<file path="src/hdl/long_fir_convolver_macros.svh">
// Assertion macros for the long FIR convolver.
// Used by the top level; expects clk and arst_n in scope.
`ifndef LONG_FIR_CONVOLVER_MACROS_SVH
`define LONG_FIR_CONVOLVER_MACROS_SVH

// Same-cycle implication, disabled during reset
`define LFC_ASSERT_NOW(label, ante, cons, msg) \
	label: assert property (@(posedge clk) disable iff (!arst_n) (ante) |-> (cons)) \
		else $error(msg);

// Next-cycle implication, disabled during reset
`define LFC_ASSERT_NEXT(label, ante, cons, msg) \
	label: assert property (@(posedge clk) disable iff (!arst_n) (ante) |=> (cons)) \
		else $error(msg);

`endif

</file>
<file path="src/hdl/lfc_pkg.sv">
// Shared types and constants for the long FIR convolver.
// No dependencies; imported by the interface users, the MAC and the top level.
package lfc_pkg;

	localparam int SAMPLE_W = 24;
	localparam int COEFF_W  = 24;
	localparam int INDEX_W  = 10;
	localparam int TAPREG_W = 11;
	localparam int PADDR_W  = 3;
	localparam int PDATA_W  = 32;

	// Command codes
	localparam logic [1:0] CMD_FILTER = 2'd0;
	localparam logic [1:0] CMD_COEFF  = 2'd1;
	localparam logic [1:0] CMD_CLEAR  = 2'd2;

	// Register index (paddr[2])
	localparam logic REG_TAP_COUNT = 1'b0;

	// 1.0 in Q2.22
	localparam logic [COEFF_W-1:0] UNIT_COEFF = 24'h400000;

	// Output range and rounding
	localparam int OUT_MAX    = 8388607;
	localparam int OUT_MIN    = -8388608;
	localparam int ROUND_BIAS = 2097152;
	localparam int FRAC_SHIFT = 22;

	typedef struct packed {
		logic [1:0]                 command;
		logic signed [SAMPLE_W-1:0] sample_in;
		logic [INDEX_W-1:0]         coeff_index;
		logic signed [COEFF_W-1:0]  coeff_value;
	} lfc_in_t;

	typedef struct packed {
		logic signed [SAMPLE_W-1:0] sample_out;
		logic                       saturated;
	} lfc_out_t;

	// Control from the sequencer to the MAC
	typedef struct packed {
		logic clear;     // zero the accumulator
		logic rd_valid;  // RAM read data valid this cycle
		logic hist_ok;   // history word holds a real sample
	} lfc_mac_ctl_t;

endpackage

</file>
<file path="src/hdl/lfc_mac.sv">
// Multiply-accumulate datapath with rounding and saturation.
// Depends on lfc_pkg; fed by the coefficient and history RAMs.
module lfc_mac #(
	parameter int MAX_TAPS = 1024
) (
	input  logic                                clk,
	input  logic                                arst_n,
	input  lfc_pkg::lfc_mac_ctl_t               ctl,
	input  logic [lfc_pkg::COEFF_W-1:0]         coeff,
	input  logic [lfc_pkg::SAMPLE_W-1:0]        hist,
	output logic                                busy,
	output logic signed [lfc_pkg::SAMPLE_W-1:0] sample_out,
	output logic                                saturated
);
	import lfc_pkg::*;

	localparam int PROD_W = SAMPLE_W + COEFF_W;
	localparam int ACC_W  = PROD_W + $clog2(MAX_TAPS);
	localparam int RND_W  = ACC_W - FRAC_SHIFT;
	localparam logic signed [RND_W-1:0] HI = RND_W'(OUT_MAX);
	localparam logic signed [RND_W-1:0] LO = RND_W'(OUT_MIN);
	localparam logic signed [ACC_W-1:0] BIAS = ACC_W'(ROUND_BIAS);

	logic                       mul_s2;
	logic signed [PROD_W-1:0]   prod_s2;
	logic signed [ACC_W-1:0]    acc_q;
	logic signed [SAMPLE_W-1:0] hist_m;
	logic signed [ACC_W-1:0]    biased;
	logic signed [RND_W-1:0]    rounded;

	// Masked history: slots not written since the last clear read as zero
	assign hist_m = ctl.hist_ok ? $signed(hist) : '0;

	// Product stage
	always_ff @(posedge clk or negedge arst_n) begin
		if (!arst_n) begin
			mul_s2 <= 1'b0;
		end else begin
			mul_s2 <= ctl.rd_valid;
		end
	end

	always_ff @(posedge clk) begin
		prod_s2 <= $signed(coeff) * hist_m;
	end

	// Accumulator
	always_ff @(posedge clk) begin
		if (ctl.clear) begin
			acc_q <= '0;
		end else if (mul_s2) begin
			acc_q <= acc_q + ACC_W'(prod_s2);
		end
	end

	// Round half up, then clamp
	assign biased  = acc_q + BIAS;
	assign rounded = RND_W'(biased >>> FRAC_SHIFT);

	always_comb begin
		if (rounded > HI) begin
			sample_out = SAMPLE_W'(HI);
			saturated  = 1'b1;
		end else if (rounded < LO) begin
			sample_out = SAMPLE_W'(LO);
			saturated  = 1'b1;
		end else begin
			sample_out = rounded[SAMPLE_W-1:0];
			saturated  = 1'b0;
		end
	end

	assign busy = mul_s2;
endmodule

</file>
<file path="config.mk">
export PLATFORM = sky130hd
export DESIGN_NAME = lfc_mac
export DESIGN_NICKNAME = d
export VERILOG_FILES = /design/src/hdl/long_fir_convolver_macros.svh /design/src/hdl/lfc_pkg.sv /design/src/hdl/lfc_mac.sv
export SDC_FILE = /design/constraint.sdc
export NUM_CORES = 2
export LEC_CHECK = 0
export ABC_AREA = 1
export BUFFER_PORTS_ARGS = -buffer_cell sky130_fd_sc_hd__clkbuf_2
export CAP_MARGIN = 40
export CORE_MARGIN = 3
export CORE_UTILIZATION = 55
export CTS_BUF_LIST = sky130_fd_sc_hd__clkbuf_4
export CTS_CLUSTER_DIAMETER = 200
export DETAILED_ROUTE_END_ITERATION = 10
export PLACE_DENSITY = 0.83
export SLEW_MARGIN = 0
export SYNTH_ARGS = -nofsm -noshare
export SYNTH_HDL_FRONTEND = slang
export SYNTH_SLANG_ARGS = --single-unit
</file>
<file path="constraint.sdc">
create_clock -name clk -period 3.1 [get_ports clk]
set_input_delay 0.31 -clock clk [delete_from_list [all_inputs] [get_ports clk]]
set_output_delay 0.31 -clock clk [all_outputs]
set_load 0.01 [all_outputs]
</file>
## Word-level counts from Yosys, hierarchy flattened

Cells that the tools add are included.

| word-level totals | value |
|---|---|
| input port bits | 53 |
| output and inout bits | 26 |
| register bits after elaboration | 107 |

| operators by class | value |
|---|---|
| $mul | 1 |
| order comparisons | 2 |
| add/subtract/negate cells | 2 |
| multiplexer cells | 5 |

Operator list:

| kind | number |
|---|---|
| two-way mux 24 bit | 3 |
| adder 58 x 23 -> 58 bit (second input constant) | 1 |
| adder 58 x 48 -> 58 bit | 1 |
| multiplier 24 x 24 -> 48 bit | 1 |
| > comparator 36 x 24 -> 1 bit (second input constant) | 1 |
| less-than comparator 36 x 24 -> 1 bit (second input constant) | 1 |
| two-way mux 1 bit | 2 |

## Logic depth before layout (Yosys ltp)

| depth | value |
|---|---|
| depth after elaboration | 4 |
| mapped depth | 34 |
| gate-level depth less buffers | 31 |

## Worst setup path before layout

Ideal clock, no wire load.

| timing | value |
|---|---|
| path kind | input-to-reg |
| start point | input port ctl[0] (netlist bit) |
| end point | register prod_s2[46] |
| buffers on the path | 2 |
| slack | -4.033 ns |
| stages | 26 |
| data arrival time | 7.021 ns |
| library setup time | 0.113 ns |
| path through | clkbuf_1 > clkbuf_1 > nand2_1 > nor2_1 > fa_1 > fa_1 > inv_1 > fa_1 > inv_1 > fa_1 > inv_1 > fa_1 > inv_1 > fa_1 > inv_1 > fa_1 > inv_1 > ha_1 > nand2_1 > nor3_1 > nand2_1 > nor3_1 > nand3_1 > or2_2 > nand4_1 > nand2_1 |

| between the ends | value |
|---|---|
| longest elaborated chain between the ends | 2 |

RTL lines:

| item | RTL line | RTL |
|---|---|---|
| start: declaration | lfc_mac.sv:8 | `input lfc_pkg::lfc_mac_ctl_t ctl,` |
| two-way mux 24 bit | lfc_mac.sv:32 | `assign hist_m = ctl.hist_ok ? $signed(hist) : '0;` |
| multiplier 24 x 24 -> 48 bit | lfc_mac.sv:44 | `prod_s2 <= $signed(coeff) * hist_m;` |
| end signal: assignment | lfc_mac.sv:44 |  |
| end: declaration | lfc_mac.sv:25 | `logic signed [PROD_W-1:0] prod_s2;` |

Every way passes these cells.
A chain may end at the register's enable or synchronous reset.

## Worst setup path after layout

| timing | value |
|---|---|
| start point | input port ctl[0] (netlist bit) |
| end point | register prod_s2[30] |

The elaborated chain is that of the path after synthesis.

==> results.md <==
- Final Non-Filler Cells: around 5.5k
- RePlAce Congestion: around 1.1
- Avg Vias per Cell: about 5.8
- Top_reg_cell synth: dfxtp_1
- Failing checks: setup timing
- DIE WIDTH: 242 um
- Post-synthesis sequential area ratio: 0.0702
- Yosys Warn Count: 0
- Cell taking the most area after synthesis: fa_1
- Syn avg cell area: 7.24 sq um
- Nets: 5,574
- Final Util: 0.716
- Flops & latches, synth: 107
- Critical path peak fanout: 7
- Iter 0 DRT Violations: 3,637
- Transition time of the tightest slew-check pin: 718 ps
- Vias in the first global route: slightly above 30k
- Setup crit start kind: input pin
- Fmax: 150 MHz
- Setup TNS: -123,450 ps
- RSZ-0062 raised after global routing: yes
- H-tree level count: 3
- EDFF count, synth: 0
- Gr ovfl total: 0
- Asr flop ratio synth: 0.00935
- Relative slew slack: 0.521
- Routed WL per cell: 22.1 um
- First-pass GRT wire length: 167,000 um
- Kind of critical path: in2reg
- Yosys cell types: 36
- Clock skew: 23.9 ps
- Fin worst setup slack: -3570 ps
- Placed insts: 5,358
- HPWL after DPL: 87,800 um
- Commonest cells in the netlist: inv_1, nand2_1, nor2_1
- Port buffer count: between 70 and 80
- CP endpoint kind: flop
- Clock slew at reported path FFs: 170 ps
- Die Height: 242 um
- Mapped cell area: 30,600 sq um
- Area of the die: 58,500 sq um
- Final instance area: 39,000 sq um
- Minimum clock period: 6670 ps
- Share of post-route cells with drive strength above 1: 0.244
- DRC: 0
- Final hold violations: 0
- Crit path DAT: just over 7000 ps
- Top cell type's share of synthesized area: 0.398
- Largest net degree at the start of global routing: 53
- Initial DRT Pass Iterations: 6
- Status: finished, violations left
- Max Cap Viol: 0
- Area Growth Syn to Fin: 27.5%
- Area contributors post-synth: fa_1, inv_1, nand2_1
- Crit share post-route: 2.15
- Pins Over Slew Limit: 0
- Mapped Cells: 4,229
- Row cnt: 85
- Clk Latency, worst-skew pair: roughly 500 ps
- DP Area: roughly 36,000 sq um
- Worst Path Required: 3500 ps
- Antenna violations before repair: 2
- I/O pin count: slightly below 80
- Core area: 54,500 sq um
- Total number of vias: around 32k
- CTS tree: yes
- Routed wire length: 121,000 um
- Final ANT Viol Nets: 0
- Clock root cell: clkbuf_4
- Clock tree sinks: ~110
- Worst Hold Class: in2async
- Syn_nets: 5,082
- CTS Buf Count: 9
- Longest Clk Path Bufs: 2
- Starting Density: 0.562
- Finish-stage setup viols: 42
- Gr usage total: 0.364
- Top-count cell post-synth: inv_1
## what timing repair did
action | 4_1_cts | 5_1_grt
hold buffers | 2 | 0
pin swaps | 162 | 191
gates resized for setup | 333 | 371
endpoints found under the setup margin | 67 | 66
setup buffers | 47 | 36
hold endpoints to repair | 2 | 0
cloned | 2 | 7
## cell usage in the layout, fill, tap and decap left out, types with 31 or more instances in the layout
master	synthesis	routed
inv_1	1000	930
nand2_1	956	854
fa_1	608	558
nor2_1	624	502
buf_4	2	414
ha_1	192	147
a21oi_1	159	119
nand3_1	121	103
o21ai_0	104	81
dfxtp_1	106	78
clkbuf_2	0	76
nand2_2	6	71
xor2_1	77	71
nor2_2	5	67
nor2_4	5	65
inv_2	1	59
fa_2	0	50
ha_4	0	41
buf_6	2	41
buf_12	0	39
nand4_1	33	33
nand2_4	0	31
## kinds of logic after synthesis
| group | after synthesis | synth area share |
|---|---|---|
| xor+xnor | 99 | 0.0283 |
| simple gates | 1785 | 0.231 |
| buf+inv | 1124 | 0.139 |
| flops | 107 | 0.0702 |
| compound gates | 314 | 0.0554 |
| fa+ha+maj | 800 | 0.476 |
## through the flow
step | setup slack (ps) | hold slack (ps)
after global placement | -3630 | 85.2
final | -3570 | 84.6
after detailed placement | -3730 | 86.0
after global routing | -3550 | 75.1
after floorplan | -3060 | 14.4
after CTS | -2750 | 66.7
## worst max-delay path, stage by stage
cell	delay, ps
clkbuf_16	140
buf_16	180
buf_12	130
nand2_8	60
nor2_4	110
fa_2	490
buf_6	150
buf_4	130
fa_1	440
inv_1	90
fa_2	460
fa_1	550
inv_2	60
fa_2	590
fa_1	440
inv_1	360
fa_1	700
inv_2	160
ha_4	230
nand2_1	100
nand2_2	160
buf_4	190
nor2_4	120
o21ai_1	70
o21bai_2	210
o21bai_1	190
xor2_1	190
## path summary, 6_finish.rpt
kind                                       start                endpoint  slack, ps  depth (start not counted)
max                                       ctl[0]     prod_s2[30]$_DFF_P_      -3570                         27
min                                       arst_n          busy$_DFF_PN0_         80                          2
max reg2reg                acc_q[0]$_SDFFE_PP0P_  acc_q[28]$_SDFFE_PP0P_        250                         16
min reg2reg                acc_q[0]$_SDFFE_PP0P_   acc_q[0]$_SDFFE_PP0P_        510                          2
max in group asynchronous                 arst_n          busy$_DFF_PN0_       2920                          2
min in group clk                          ctl[2]   acc_q[1]$_SDFFE_PP0P_        360                          2
## final cells by class
type                       count  area [sq um]
antenna                        2          5.00
inverter                    1010          3850
timing repair buffer         593          5150
sequential                   107          2200
tap                          739           925
fill                        3841         15400
multi-input combinational   3000         26700
clock inverter                 7          56.3
clock buffer                   9          67.6
## registers in the layout, indices dropped and copies added (netlist names)
name / flops
prod_s2: 48
acc_q: 58
busy: 1
## routing by layer
metal / vias up / track usage / wire [um]
met1: 14891 / 0.443 / 40900
met5: - / 0 / 0
met2: 2368 / 0.603 / 53400
met3: 875 / 0.0638 / 13800
met4: 0 / 0.228 / 12800
li1: 13376 / - / -
Power is not shown: default switching activity piles up to over one toggle a cycle in this logic, so the estimate is an artifact.
