File: src/hdl/long_fir_convolver_macros.svh
// Assertion macros for the long FIR convolver.
// Used by the top level; expects clk and arst_n in scope.
`ifndef LONG_FIR_CONVOLVER_MACROS_SVH
`define LONG_FIR_CONVOLVER_MACROS_SVH

// Same-cycle implication, disabled during reset
`define LFC_ASSERT_NOW(label, ante, cons, msg) \
	label: assert property (@(posedge clk) disable iff (!arst_n) (ante) |-> (cons)) \
		else $error(msg);

// Next-cycle implication, disabled during reset
`define LFC_ASSERT_NEXT(label, ante, cons, msg) \
	label: assert property (@(posedge clk) disable iff (!arst_n) (ante) |=> (cons)) \
		else $error(msg);

`endif

File: src/hdl/lfc_pkg.sv
// Shared types and constants for the long FIR convolver.
// No dependencies; imported by the interface users, the MAC and the top level.
package lfc_pkg;

	localparam int SAMPLE_W = 24;
	localparam int COEFF_W  = 24;
	localparam int INDEX_W  = 10;
	localparam int TAPREG_W = 11;
	localparam int PADDR_W  = 3;
	localparam int PDATA_W  = 32;

	// Command codes
	localparam logic [1:0] CMD_FILTER = 2'd0;
	localparam logic [1:0] CMD_COEFF  = 2'd1;
	localparam logic [1:0] CMD_CLEAR  = 2'd2;

	// Register index (paddr[2])
	localparam logic REG_TAP_COUNT = 1'b0;

	// 1.0 in Q2.22
	localparam logic [COEFF_W-1:0] UNIT_COEFF = 24'h400000;

	// Output range and rounding
	localparam int OUT_MAX    = 8388607;
	localparam int OUT_MIN    = -8388608;
	localparam int ROUND_BIAS = 2097152;
	localparam int FRAC_SHIFT = 22;

	typedef struct packed {
		logic [1:0]                 command;
		logic signed [SAMPLE_W-1:0] sample_in;
		logic [INDEX_W-1:0]         coeff_index;
		logic signed [COEFF_W-1:0]  coeff_value;
	} lfc_in_t;

	typedef struct packed {
		logic signed [SAMPLE_W-1:0] sample_out;
		logic                       saturated;
	} lfc_out_t;

	// Control from the sequencer to the MAC
	typedef struct packed {
		logic clear;     // zero the accumulator
		logic rd_valid;  // RAM read data valid this cycle
		logic hist_ok;   // history word holds a real sample
	} lfc_mac_ctl_t;

endpackage

File: src/hdl/lfc_apb.sv
// APB configuration register file: holds tap_count.
// Depends on lfc_pkg.
module lfc_apb (
	input  logic                         clk,
	input  logic                         arst_n,
	input  logic                         psel,
	input  logic                         penable,
	input  logic                         pwrite,
	input  logic [lfc_pkg::PADDR_W-1:0]  paddr,
	input  logic [lfc_pkg::PDATA_W-1:0]  pwdata,
	output logic [lfc_pkg::PDATA_W-1:0]  prdata,
	output logic [lfc_pkg::TAPREG_W-1:0] tap_count
);
	import lfc_pkg::*;

	logic [TAPREG_W-1:0] tap_count_q;
	logic                sel_tap;

	assign sel_tap = (paddr[2] == REG_TAP_COUNT);

	// Write on the access phase
	always_ff @(posedge clk or negedge arst_n) begin
		if (!arst_n) begin
			tap_count_q <= TAPREG_W'(1);
		end else if (psel && penable && pwrite && sel_tap) begin
			tap_count_q <= pwdata[TAPREG_W-1:0];
		end
	end

	// Read mux
	assign prdata    = sel_tap ? PDATA_W'(tap_count_q) : '0;
	assign tap_count = tap_count_q;
endmodule

File: config.mk
export PLATFORM = sky130hd
export DESIGN_NAME = lfc_apb
export DESIGN_NICKNAME = d
export VERILOG_FILES = /design/src/hdl/long_fir_convolver_macros.svh /design/src/hdl/lfc_pkg.sv /design/src/hdl/lfc_apb.sv
export SDC_FILE = /design/constraint.sdc
export NUM_CORES = 1
export LEC_CHECK = 0
export ABC_AREA = 1
export BUFFER_PORTS_ARGS = -buffer_cell sky130_fd_sc_hd__buf_2
export CORE_MARGIN = 5
export CORE_UTILIZATION = 35
export DETAILED_ROUTE_END_ITERATION = 10
export GPL_ROUTABILITY_DRIVEN = 0
export GPL_TIMING_DRIVEN = 0
export PLACE_DENSITY = 0.84
export SLEW_MARGIN = 40
export SYNTH_ARGS = -nofsm -noshare
export SYNTH_HDL_FRONTEND = slang
export SYNTH_SLANG_ARGS = --single-unit
File: constraint.sdc
create_clock -name clk -period 1.2 [get_ports clk]
set_input_delay 0.12 -clock clk [delete_from_list [all_inputs] [get_ports clk]]
set_output_delay 0.12 -clock clk [all_outputs]
set_load 0.005 [all_outputs]
# Word-level counts from Yosys, hierarchy flattened
# Index checks and enable logic that the tools add are counted.
# op_classes
n_addsub	0
mul	0
n_div	0
n_lt_le_gt_ge	0
n_eq_ne	0
shifts	0
mux	1
n_bitwise	1
n_reduce_logical	3
# ops
operator	n
$mux 11	1
$logic_and 1x1->1	3
$not 1->1	1
# totals
register_bits	11
latchBits	0
mem_bits_rw	0
romBits	0
memories	0

# Depth between registers and ports, before layout
# Gate-level depths: netlist (run 1).
# logic_depth
ltp_word	3
mapped_depth	6

# Least setup slack after synthesis (run 1)
# Ideal clock, no wire load.
# synth_timing
kind	reg2out
startpoint	register tap_count_q[0] (netlist: tap_count[0])
endpoint	output prdata[0] (netlist name)
arrival_ns	0.657
required_time_ns	1.080
setup_slack_ns	0.423
path_stages_with_launch	3
path_cell_list	dfstp_2 > inv_1 > nor2_1
# synth_via
elab_chain_cells	1
# synth_rtl
element	line_no	rtl
start: declaration	lfc_apb.sv:16	logic [TAPREG_W-1:0] tap_count_q;
start signal: assignment	lfc_apb.sv:26	tap_count_q <= pwdata[TAPREG_W-1:0];
$mux 11	lfc_apb.sv:31	assign prdata = sel_tap ? PDATA_W'(tap_count_q) : '0;
end: declaration	lfc_apb.sv:11	output logic [lfc_pkg::PDATA_W-1:0] prdata,
# No other way between the ends.

# Worst setup path after layout (run 1)
# Ends and elaborated chain as after synthesis.

==> run metrics, run 1 <==
status=finished clean; #FFs+latches synth=11; Layout fillers=214; Ports=83; busiest grt layer=met2; WS Path Type=flop to output pin; crit path cell chain=inv_1 > nor2_1 > buf_2; drt first pass iters=4; Root Driver=clkbuf_4; drc violations=0; vias in the first global route=around 660; register area share after synthesis=0.390; delay-heaviest family, CP=flip-flops; Tmin final=roughly 1.1 ns; Yosys warning total=0; Hold WC Path Type=input port to flop; Final ANT Viol Nets=0; Worst EP arrival=1.02 ns; Final Hold Violating Endpoints=0; H-tree depth=1; Pwr Density=1060 nW/um2; Leak Pwr=approximately 0.7 nW; first-pass GRT wire length=2630 um; Remaining Overflow, GRT=0; critical path launch point type=flop; skew final=0 ns; Buffers & Inverters on Critical Path=2; Clock Path Buffers=2; max reg flops=11; Max Cap Viol=0; Max stage delay on crit path=around 0.54 ns; Worst-Skew Late Latency=approximately 0.26 ns; Vias=690; multi-input logic area=272 um2; peak supply drop=roughly 0.53 mV; Post-Place Setup Slack=0.345 ns; grt met2 use=0.246; Vias/cell=between 3 and 4; share of the synthesized area in the top cell type=0.353; GRT Util Overall=0.120; final instance area=1040 um2; num rows=16; diode count=0; Final WS setup=0.0617 ns; layout cells sized above 1=0.425; Chip Height=55.0 um; antenna violations before repair=0; full die area=3020 um2; CP max-delay cell=dfstp_2; placed cell area=1010 um2; WP data required=1.08 ns; RSZ-0062 raised after global routing=false; met3 GRT Util=0.0322; Highest Clock Rate=0.878 GHz; Clock Pin Slew Worst Setup and Hold Paths=0.07 ns; Core Area=1940 um2; # port buffers=38; period utilization=0.949; cts bufs inserted=3; Synth Area per Inst=7.30 um2; Layout area overhead=47.3%; CTS Sinks=11; Initial Utilization=0.365; CP max FO=3; setup TNS=0 ns; CTS tree=yes; Setup crit end kind=output pin; top post-synthesis cells by area=dfrtp_1 35%, buf_4 23%, nand2_1 13%; drt initial violations=10; largest area contributor in the netlist=dfrtp_1; endpoints failing setup=0; cts repair resizes=0; Tot Pwr=roughly 1.1 mW; Final #Nets=201; Routed WL=1770 um; Slew Limit Fails=0; Wirelength per Cell=9.44 um; Sequential cell area=277 um2; count of different cell masters after synthesis=11; largest net degree at the start of global routing=12; Post-Synthesis Cell Area=708 um2; die width=55.0 um; Post-Syn Instances=97; GR met1 Demand/Resource=0.113; post-DP HPWL=1460 um
[stage by stage]
stage	std cells	hold slack, ns	util
floorplan	117	-0.176	-
finish	187	0.0708	0.537
detailed placement	182	0.000872	0.519
global placement	182	-0.00599	0.519
global route	187	0.0739	0.537
CTS	187	0.0637	0.537
[synth_stat cells, drive strengths merged]
master  number
buf         25
nand2       24
inv         13
nor2        12
nand3       11
dfrtp       10
conb         1
dfstp        1
[worst reg2reg max path, cell delays in order (launching register included)]
cell     delay, ns
dfstp_2       0.54
nand2_1       0.05
nand2_1       0.05
[timing repair]
item,CTS,global route
hold buffers,1,0
hold endpoints to repair,11,0
setup buffers,0,0
[routing by layer]
metal,wire [um],vias to the layer above
met4,0,0
met2,932,35
met1,635,284
met3,197,0
li1,-,371
met5,0,-
[placed cells by master, fill, tap and decap left out]
master / count
dfstp_2: 1
buf_6: 1
buf_2: 40
clkbuf_1: 1
conb_1: 21
dlygate4sd3_1: 1
nor2_1: 11
nand2_1: 24
nand3_1: 11
dfrtp_1: 10
buf_4: 22
nor2_2: 1
clkbuf_4: 3
inv_1: 13
[power by group]
part	internal [mW]	switching [mW]	leakage (nW)
Combinational	0.186	0.172	0.545
Clock	0.128	0.122	0.0150
Sequential	0.445	0.0502	0.136
Total	0.760	0.344	0.697
[cells by family (layout without fill, tap and decap cells)]
kind of cell / count (synthesis) / in the layout / share of synthesized area
buffers and inverters: 38 / 81 / 0.332
and+or+nand+nor: 47 / 47 / 0.272
DFF: 11 / 11 / 0.390
other: 1 / 21 / 0.00530
[area by class of cell]
cell class / instances / area share
Clock buffer: 4 / 0.0252
Sequential cell: 11 / 0.265
Timing Repair Buffer: 39 / 0.192
Buffer: 25 / 0.179
Tap cell: 27 / 0.0324
Multi-Input combinational cell: 68 / 0.260
Inverter: 13 / 0.0468
[path summary, 6_finish.rpt]
path | slack, ns | startpoint | end | depth (start not counted)
worst max-delay path | 0.06 | tap_count[0]$_DFFE_PN1P_ | prdata[0] | 3
worst min-delay path | 0.07 | pwdata[0] | tap_count[0]$_DFFE_PN1P_ | 3
worst max register to register | 0.50 | tap_count[0]$_DFFE_PN1P_ | tap_count[0]$_DFFE_PN1P_ | 2
worst min register to register | 0.48 | tap_count[0]$_DFFE_PN1P_ | tap_count[0]$_DFFE_PN1P_ | 2
max in group asynchronous | 0.67 | arst_n | tap_count[0]$_DFFE_PN1P_ | 2
min in group asynchronous | 0.27 | arst_n | tap_count[10]$_DFFE_PN0P_ | 2
Note: power is estimated with default switching activity, not from simulation.
==> inputs of run 2 (changes only) <==
--- a/config.mk
+++ b/config.mk
@@ -5,14 +5,13 @@
 export SDC_FILE = /design/constraint.sdc
 export NUM_CORES = 1
 export LEC_CHECK = 0
-export ABC_AREA = 1
 export BUFFER_PORTS_ARGS = -buffer_cell sky130_fd_sc_hd__buf_2
 export CORE_MARGIN = 5
-export CORE_UTILIZATION = 35
+export CORE_UTILIZATION = 32
 export DETAILED_ROUTE_END_ITERATION = 10
 export GPL_ROUTABILITY_DRIVEN = 0
 export GPL_TIMING_DRIVEN = 0
-export PLACE_DENSITY = 0.84
+export PLACE_DENSITY = 0.78
 export SLEW_MARGIN = 40
 export SYNTH_ARGS = -nofsm -noshare
 export SYNTH_HDL_FRONTEND = slang
==> constraint.sdc (replaced) <==
create_clock -name clk -period 1.05 [get_ports clk]
set_input_delay 0.105 -clock clk [delete_from_list [all_inputs] [get_ports clk]]
set_output_delay 0.105 -clock clk [all_outputs]
set_load 0.005 [all_outputs]
==> run 2 against run 1 <==
The flow now finishes with violations (negative setup slack). Register-to-register slack lost 0.33 ns. Clock-buffer cell count is the same. Sequential power grew 16%. Global-route usage shrank 3.3 points. Synthesized area is the same. Critical path type unchanged. First-iteration DRC count shrank 20%. Sequential cell count is the same. Total power grew 37%. Critical endpoint unchanged. Largest power group is now combinational cells. Via count shrank 17%. Cell count shrank 14%. Largest cell class unchanged. Combinational power grew 83%. Worst setup slack lost 0.15 ns.
==> run metrics, run 2 <==
critical path launch point type=flop; Ports=83 (unchanged); #FFs+latches synth=11 (unchanged); max reg flops=11 (unchanged); GRT Util Overall=0.0876 (-0.0328); final core utilization=0.527 (-0.0103); Slew Limit Fails=0 (unchanged); most frequent cells in the layout=38 x buf_2, 33 x buf_4, 21 x conb_1, 10 x mux2_4, 10 x dfrtp_1; status=complete, but fails checks; Worst R2R Path Depth=2 (unchanged); post-DP HPWL=1220 um (-16%); cts bufs inserted=3 (unchanged); top-count cell post-synth=buf_4; Synth Area per Inst=12.2 um2 (+67%); sequential power share=0.382 (-0.067); Final #Nets=174 (-13%); # port buffers=38 (unchanged); top_reg_cell synth=dfrtp_1; Clock Path Buffers=2 (unchanged); Max stage delay on crit path=0.54 ns (about the same); Initial Utilization=0.326 (-0.0383); drc violations=0 (unchanged); Hold Crit Depth=2 (-1); asr flop ratio synth=1.00 (unchanged); Post-Synthesis Cell Area=708 um2 (unchanged); Post-Place Setup Slack=0.0605 ns (-0.284 ns); final instance area=1140 um2 (+9.6%); failing checks=negative setup slack; antenna violations before repair=0 (unchanged); period utilization=1.08; CTS tree=yes; Layout area overhead=61.5%; WS Path Type=flop to output pin; Post-Syn Instances=58 (-40%); largest area contributor in the netlist=dfrtp_1; CP max FO=3 (unchanged); Yosys warning total=0 (unchanged); Tot Pwr=1.51 mW (+37%); largest net degree at the start of global routing=12 (unchanged); drt first pass iters=2 (-2); diode count=0 (unchanged); fin cells=161 (-14%); Remaining Overflow, GRT=0 (unchanged); share of the synthesized area in the top cell type=0.353 (unchanged); Tmin final=1.14 ns; hold wc startpoint=pwdata[2]; register area share after synthesis=0.390 (unchanged); Root Driver=clkbuf_4; R2R Setup Slk=0.17 ns (-0.33 ns); Final ANT Viol Nets=0 (unchanged); Vias/cell=3.57 (-3.4%); first-pass GRT wire length=2250 um (-14%); skew final=0 ns (unchanged); Placed Instances=144 (-21%); synth cell count leaders=21 x buf_4, 10 x dfrtp_1, 10 x mux2_4, 10 x nor2b_1; CP max-delay cell=dfstp_2; clock power share=0.182 (-0.045); H-tree depth=1 (unchanged); RSZ-0062 raised after global routing=true; Clock Pin Slew Worst Setup and Hold Paths=0.07 ns (about the same); WP data required=0.94 ns (-0.14 ns); Worst EP arrival=1.03 ns (about the same); Max Cap Viol=0 (unchanged); placed cell area=1010 um2 (+0.12%); vias in the first global route=492 (-26%); count of different cell masters after synthesis=11 (unchanged); layout cells sized above 1=0.677 (+0.252); full die area=3250 um2 (+7.7%); drt initial violations=8 (-2); Hold WC Path Type=input port to flop; combinational power share=0.436 (+0.111); Pwr Density=1320 nW/um2 (+25%); endpoints failing setup=1 (+1); Internal Pwr Total=1.12 mW (+48%); worst r2r dst=tap_count[4]$_DFFE_PN0P_; Chip Height=57.0 um (+3.8%); peak supply drop=0.921 mV (+74%); Worst-Skew Late Latency=0.26 ns (about the same); Final Hold Violating Endpoints=0 (unchanged); Vias=574 (-17%); commonest non-fill, non-tap cell in the layout=buf_2; Layout fillers=237 (+11%); top post-synthesis cells by area=dfrtp_1 35%, buf_4 22%, mux2_4 21%; Final WS setup=-0.0883 ns (-0.150 ns); worst hold endpoint=tap_count[2]$_DFFE_PN0P_; num rows=17 (+1); Sw Share=0.256 (-0.0558); Highest Clock Rate=just under 0.9 GHz; Setup crit end kind=output pin; Leak Pwr=0.710 nW (+1.9%); Routed WL=1550 um (-12%); Core Area=2170 um2 (+12%); sw power=0.386 mW (+12%); Wirelength per Cell=9.63 um (+2.0%); crit path cell chain=nor2b_4 > buf_2; Post-synth EDFFs=0 (unchanged); die width=57.0 um (+3.8%); CTS Sinks=11 (unchanged); r2r startpoint=tap_count[4]$_DFFE_PN0P_
run 2: changes by cell type in the layout (fill, tap and decap cells not counted), moves of 2 or more:
cell and delta:
nand2_1 -24, inv_1 -13, buf_4 +11, nand3_1 -11
nor2_1 -11, mux2_4 +10, nor2b_1 +9, buf_2 -2
run 2: worst max path at each step:
stage,slack (ns),to,start
finish,-0.09,prdata[0],tap_count[0]$_DFFE_PN1P_
global route,-0.15,prdata[0],tap_count[0]$_DFFE_PN1P_
floorplan,0.22,tap_count[1]$_DFFE_PN0P_,paddr[2]
CTS,-0.08,prdata[0],tap_count[0]$_DFFE_PN1P_
detailed placement,0.06,tap_count[9]$_DFFE_PN0P_,paddr[2]
global placement,0.07,tap_count[1]$_DFFE_PN0P_,paddr[2]
run 2: layout make-up:
| class | instances | area, um2 | area share |
|---|---|---|---|
| flip-flops and latches | 11 | 277 | 0.242 |
| repair buffers | 51 | 290 | 0.254 |
| clock buffers | 4 | 26.3 | 0.0230 |
| well taps | 28 | 35.0 | 0.0306 |
| plain buffers | 23 | 174 | 0.152 |
| multi-input cells | 44 | 342 | 0.299 |
run 2: metrics by stage:
| stage | TNS [ns] | hold WS (ns) |
|---|---|---|
| 2_1_floorplan | 0 | -0.191 |
| 3_3_place_gp | 0 | -0.0127 |
| 3_5_place_dp | 0 | -0.0122 |
| 4_1_cts | -0.0838 | 0.0635 |
| 5_1_grt | -0.198 | 0.0569 |
| 6_report | -0.0883 | 0.0726 |
run 2: power by group through the flow:
stage / sequential (mW) / combinational, mW / clock [mW]
after floorplan: 0.598 / 0.277 / 0
after global placement: 0.590 / 0.488 / 0
after detailed placement: 0.597 / 0.490 / 0
after CTS: 0.585 / 0.524 / 0.290
after global routing: 0.587 / 0.719 / 0.312
final: 0.575 / 0.658 / 0.275
run 2: kinds of logic (layout without fill, tap and decap cells):
group,count (synthesis),in the layout,share of synthesized area
buf+inv,23,78,0.244
other cells,1,21,0.00530
mux,11,11,0.228
flops,11,11,0.390
simple gates,12,12,0.133
run 2: repair_timing:
item | 4_1_cts | 5_1_grt
endpoints found under the setup margin | 2 | 11
buffers inserted | 2 | 10
gates resized for setup | 0 | 3
hold buffers | 1 | 0
endpoints found under the hold margin | 11 | 0
run 2: routing by layer:
metal / routed length (um) / global-route usage / vias to the layer above
li1: - / - / 294
met1: 574 / 0.0993 / 245
met2: 749 / 0.145 / 35
met3: 226 / 0.0611 / 0
met4: 0 / 0 / 0
met5: 0 / 0 / -
run 2: critical path, delay by kind of cell (launching register included):
kind | cells | cell delay (ns)
buf+inv | 1 | 0.11
flops | 1 | 0.54
simple gates | 1 | 0.12
==> inputs of run 3 (changes only) <==
--- a/config.mk
+++ b/config.mk
@@ -6,12 +6,11 @@
 export NUM_CORES = 1
 export LEC_CHECK = 0
 export BUFFER_PORTS_ARGS = -buffer_cell sky130_fd_sc_hd__buf_2
-export CORE_MARGIN = 5
-export CORE_UTILIZATION = 32
+export CORE_UTILIZATION = 35
 export DETAILED_ROUTE_END_ITERATION = 10
 export GPL_ROUTABILITY_DRIVEN = 0
 export GPL_TIMING_DRIVEN = 0
-export PLACE_DENSITY = 0.78
+export PLACE_DENSITY = 0.84
 export SLEW_MARGIN = 40
 export SYNTH_ARGS = -nofsm -noshare
 export SYNTH_HDL_FRONTEND = slang
==> constraint.sdc (replaced) <==
create_clock -name clk -period 1.4 [get_ports clk]
set_input_delay 0.14 -clock clk [delete_from_list [all_inputs] [get_ports clk]]
set_output_delay 0.14 -clock clk [all_outputs]
set_load 0.005 [all_outputs]
==> run 3 against run 2 <==
The flow now finishes without violations. Sequential power down 23%. Sequential cell count unchanged. Utilization up 5.1 points. Worst setup slack better by 0.31 ns. Via count down 6.1%. Design area down 9.0%. Wire length down 10%. Largest power group is now registers.
==> run metrics, run 3 (synthesized netlist as in run 2, its figures left out) <==
vias in the first global route=490 (-0.41%); Chip Height=47.0 um (-18%); Vias/cell=3.69 (+3.5%); post-DP HPWL=1110 um (-9.3%); Tot Pwr=1.02 mW (-32%); # port buffers=38 (unchanged); Final ANT Viol Nets=0 (unchanged); endpoints failing setup=0 (-1); max reg flops=11 (unchanged); GRT Util Overall=0.129 (+0.0414); Final #Nets=162 (-6.9%); combinational power share=0.358 (-0.078); Wirelength per Cell=9.51 um (-1.2%); Sw Share=0.270 (+0.0137); CTS tree=yes; Critical Path End=prdata[0]; peak supply drop=0.546 mV (-41%); cts repair resizes=0 (unchanged); post-CTS setup buffers=0 (-2); drt first pass iters=2 (unchanged); Pwr Density=982 nW/um2 (-25%); Hold WC Path Type=input port to flop; commonest non-fill, non-tap cell in the layout=buf_2; CTS Sinks=11 (unchanged); Ports=83 (unchanged); skew final=0 ns (unchanged); Root Driver=clkbuf_4; die width=47.0 um (-18%); R2R Setup Slk=0.63 ns (+0.46 ns); setup TNS=0 ns (+0.0883 ns); most frequent cells in the layout=38 x buf_2, 21 x buf_4, 21 x conb_1; WHS=0.103 ns (+0.0305 ns); critical path launch point type=flop; Clock Path Buffers=2 (unchanged); Tmin final=1.18 ns; antenna violations before repair=0 (unchanged); sw power=0.276 mW (-29%); Core Area=1800 um2 (-17%); Highest Clock Rate=0.850 GHz; Vias=539 (-6.1%); Internal Pwr Total=0.747 mW (-33%); CP startpoint=tap_count[0]$_DFFE_PN1P_; Worst EP arrival=1.04 ns (about the same); Initial Utilization=0.393 (+0.0666); Routed WL=1390 um (-10%); full die area=2210 um2 (-32%); RSZ-0062 raised after global routing=false; layout cells sized above 1=0.628 (-0.0486); Final Hold Violating Endpoints=0 (unchanged); Layout area overhead=47.0%; Max Cap Viol=0 (unchanged); drc violations=0 (unchanged); # hold bufs at CTS=1 (unchanged); period utilization=0.840; clock power share=0.211 (+0.029); Remaining Overflow, GRT=0 (unchanged); first-pass GRT wire length=1950 um (-14%); cts bufs inserted=3 (unchanged); drt initial violations=1 (-7); Slew Limit Fails=0 (unchanged); WP data required=1.26 ns (+0.32 ns); num rows=15 (-2); H-tree depth=1 (unchanged); largest net degree at the start of global routing=12 (unchanged); Layout fillers=171 (-28%); Worst R2R Path Depth=1 (-1); Setup crit end kind=output pin; worst r2r dst=tap_count[8]$_DFFE_PN0P_; r2r startpoint=tap_count[8]$_DFFE_PN0P_; diode count=0 (unchanged); Clock Pin Slew Worst Setup and Hold Paths=0.07 ns (about the same); Leak Pwr=0.644 nW (-9.3%); WS Path Type=flop to output pin; status=finished clean; sequential power share=0.431 (+0.049); Worst-Skew Late Latency=0.26 ns (about the same); CP max FO=3 (unchanged)
## run 3: changes by cell type in the layout (fill, tap and decap cells not counted)
cell / delta
buf_4: -12
clkbuf_1: +1
clkbuf_2: -1
nor2b_1: +1
nor2b_4: -1
## run 3: how the worst min path moves through the flow
stage                                end  cells past startpoint      start
5_1_grt         tap_count[8]$_DFFE_PN0P_                      2  pwdata[8]
4_1_cts         tap_count[8]$_DFFE_PN0P_                      2  pwdata[8]
6_report        tap_count[8]$_DFFE_PN0P_                      2  pwdata[8]
2_1_floorplan  tap_count[10]$_DFFE_PN0P_                      0     arst_n
3_3_place_gp    tap_count[9]$_DFFE_PN0P_                      1     arst_n
3_5_place_dp    tap_count[9]$_DFFE_PN0P_                      1     arst_n
## run 3: worst max-delay path, stage by stage (launching register included)
cell and delay (ns):
dfstp_2 0.54, nor2b_1 0.11, buf_2 0.12
## run 3: cell type report
type                    count  area (um2)  share of cell area
clock buffers               4        26.3              0.0252
flip-flops and latches     11         277               0.266
plain buffers              23         173               0.166
multi-input cells          44         334               0.321
repair buffers             39         200               0.192
well taps                  25        31.3              0.0300
## run 3: per-layer routing
| layer | share of wire | up-vias | global-route usage |
|---|---|---|---|
| li1 | - | 268 | - |
| met4 | 0 | 0 | 0.0514 |
| met2 | 0.51 | 39 | 0.253 |
| met1 | 0.39 | 232 | 0.133 |
| met3 | 0.096 | 0 | 0.0231 |
| met5 | 0 | - | 0 |
## run 3: metrics by stage
stage,cell area (um2),utilization,cells,setup slack (ns)
after floorplan,783,-,78,0.532
after global placement,1000,0.558,141,0.382
after detailed placement,1000,0.558,141,0.348
after CTS,1040,0.578,146,0.203
after global routing,1040,0.578,146,0.170
final,1040,0.578,146,0.223
## run 3: power by group through the flow
stage          Combinational (mW)  Sequential (mW)  Clock (mW)
5_1_grt                     0.407            0.452       0.243
3_3_place_gp                0.360            0.441           0
2_1_floorplan               0.207            0.449           0
3_5_place_dp                0.365            0.448           0
4_1_cts                     0.369            0.442       0.229
6_report                    0.366            0.441       0.216
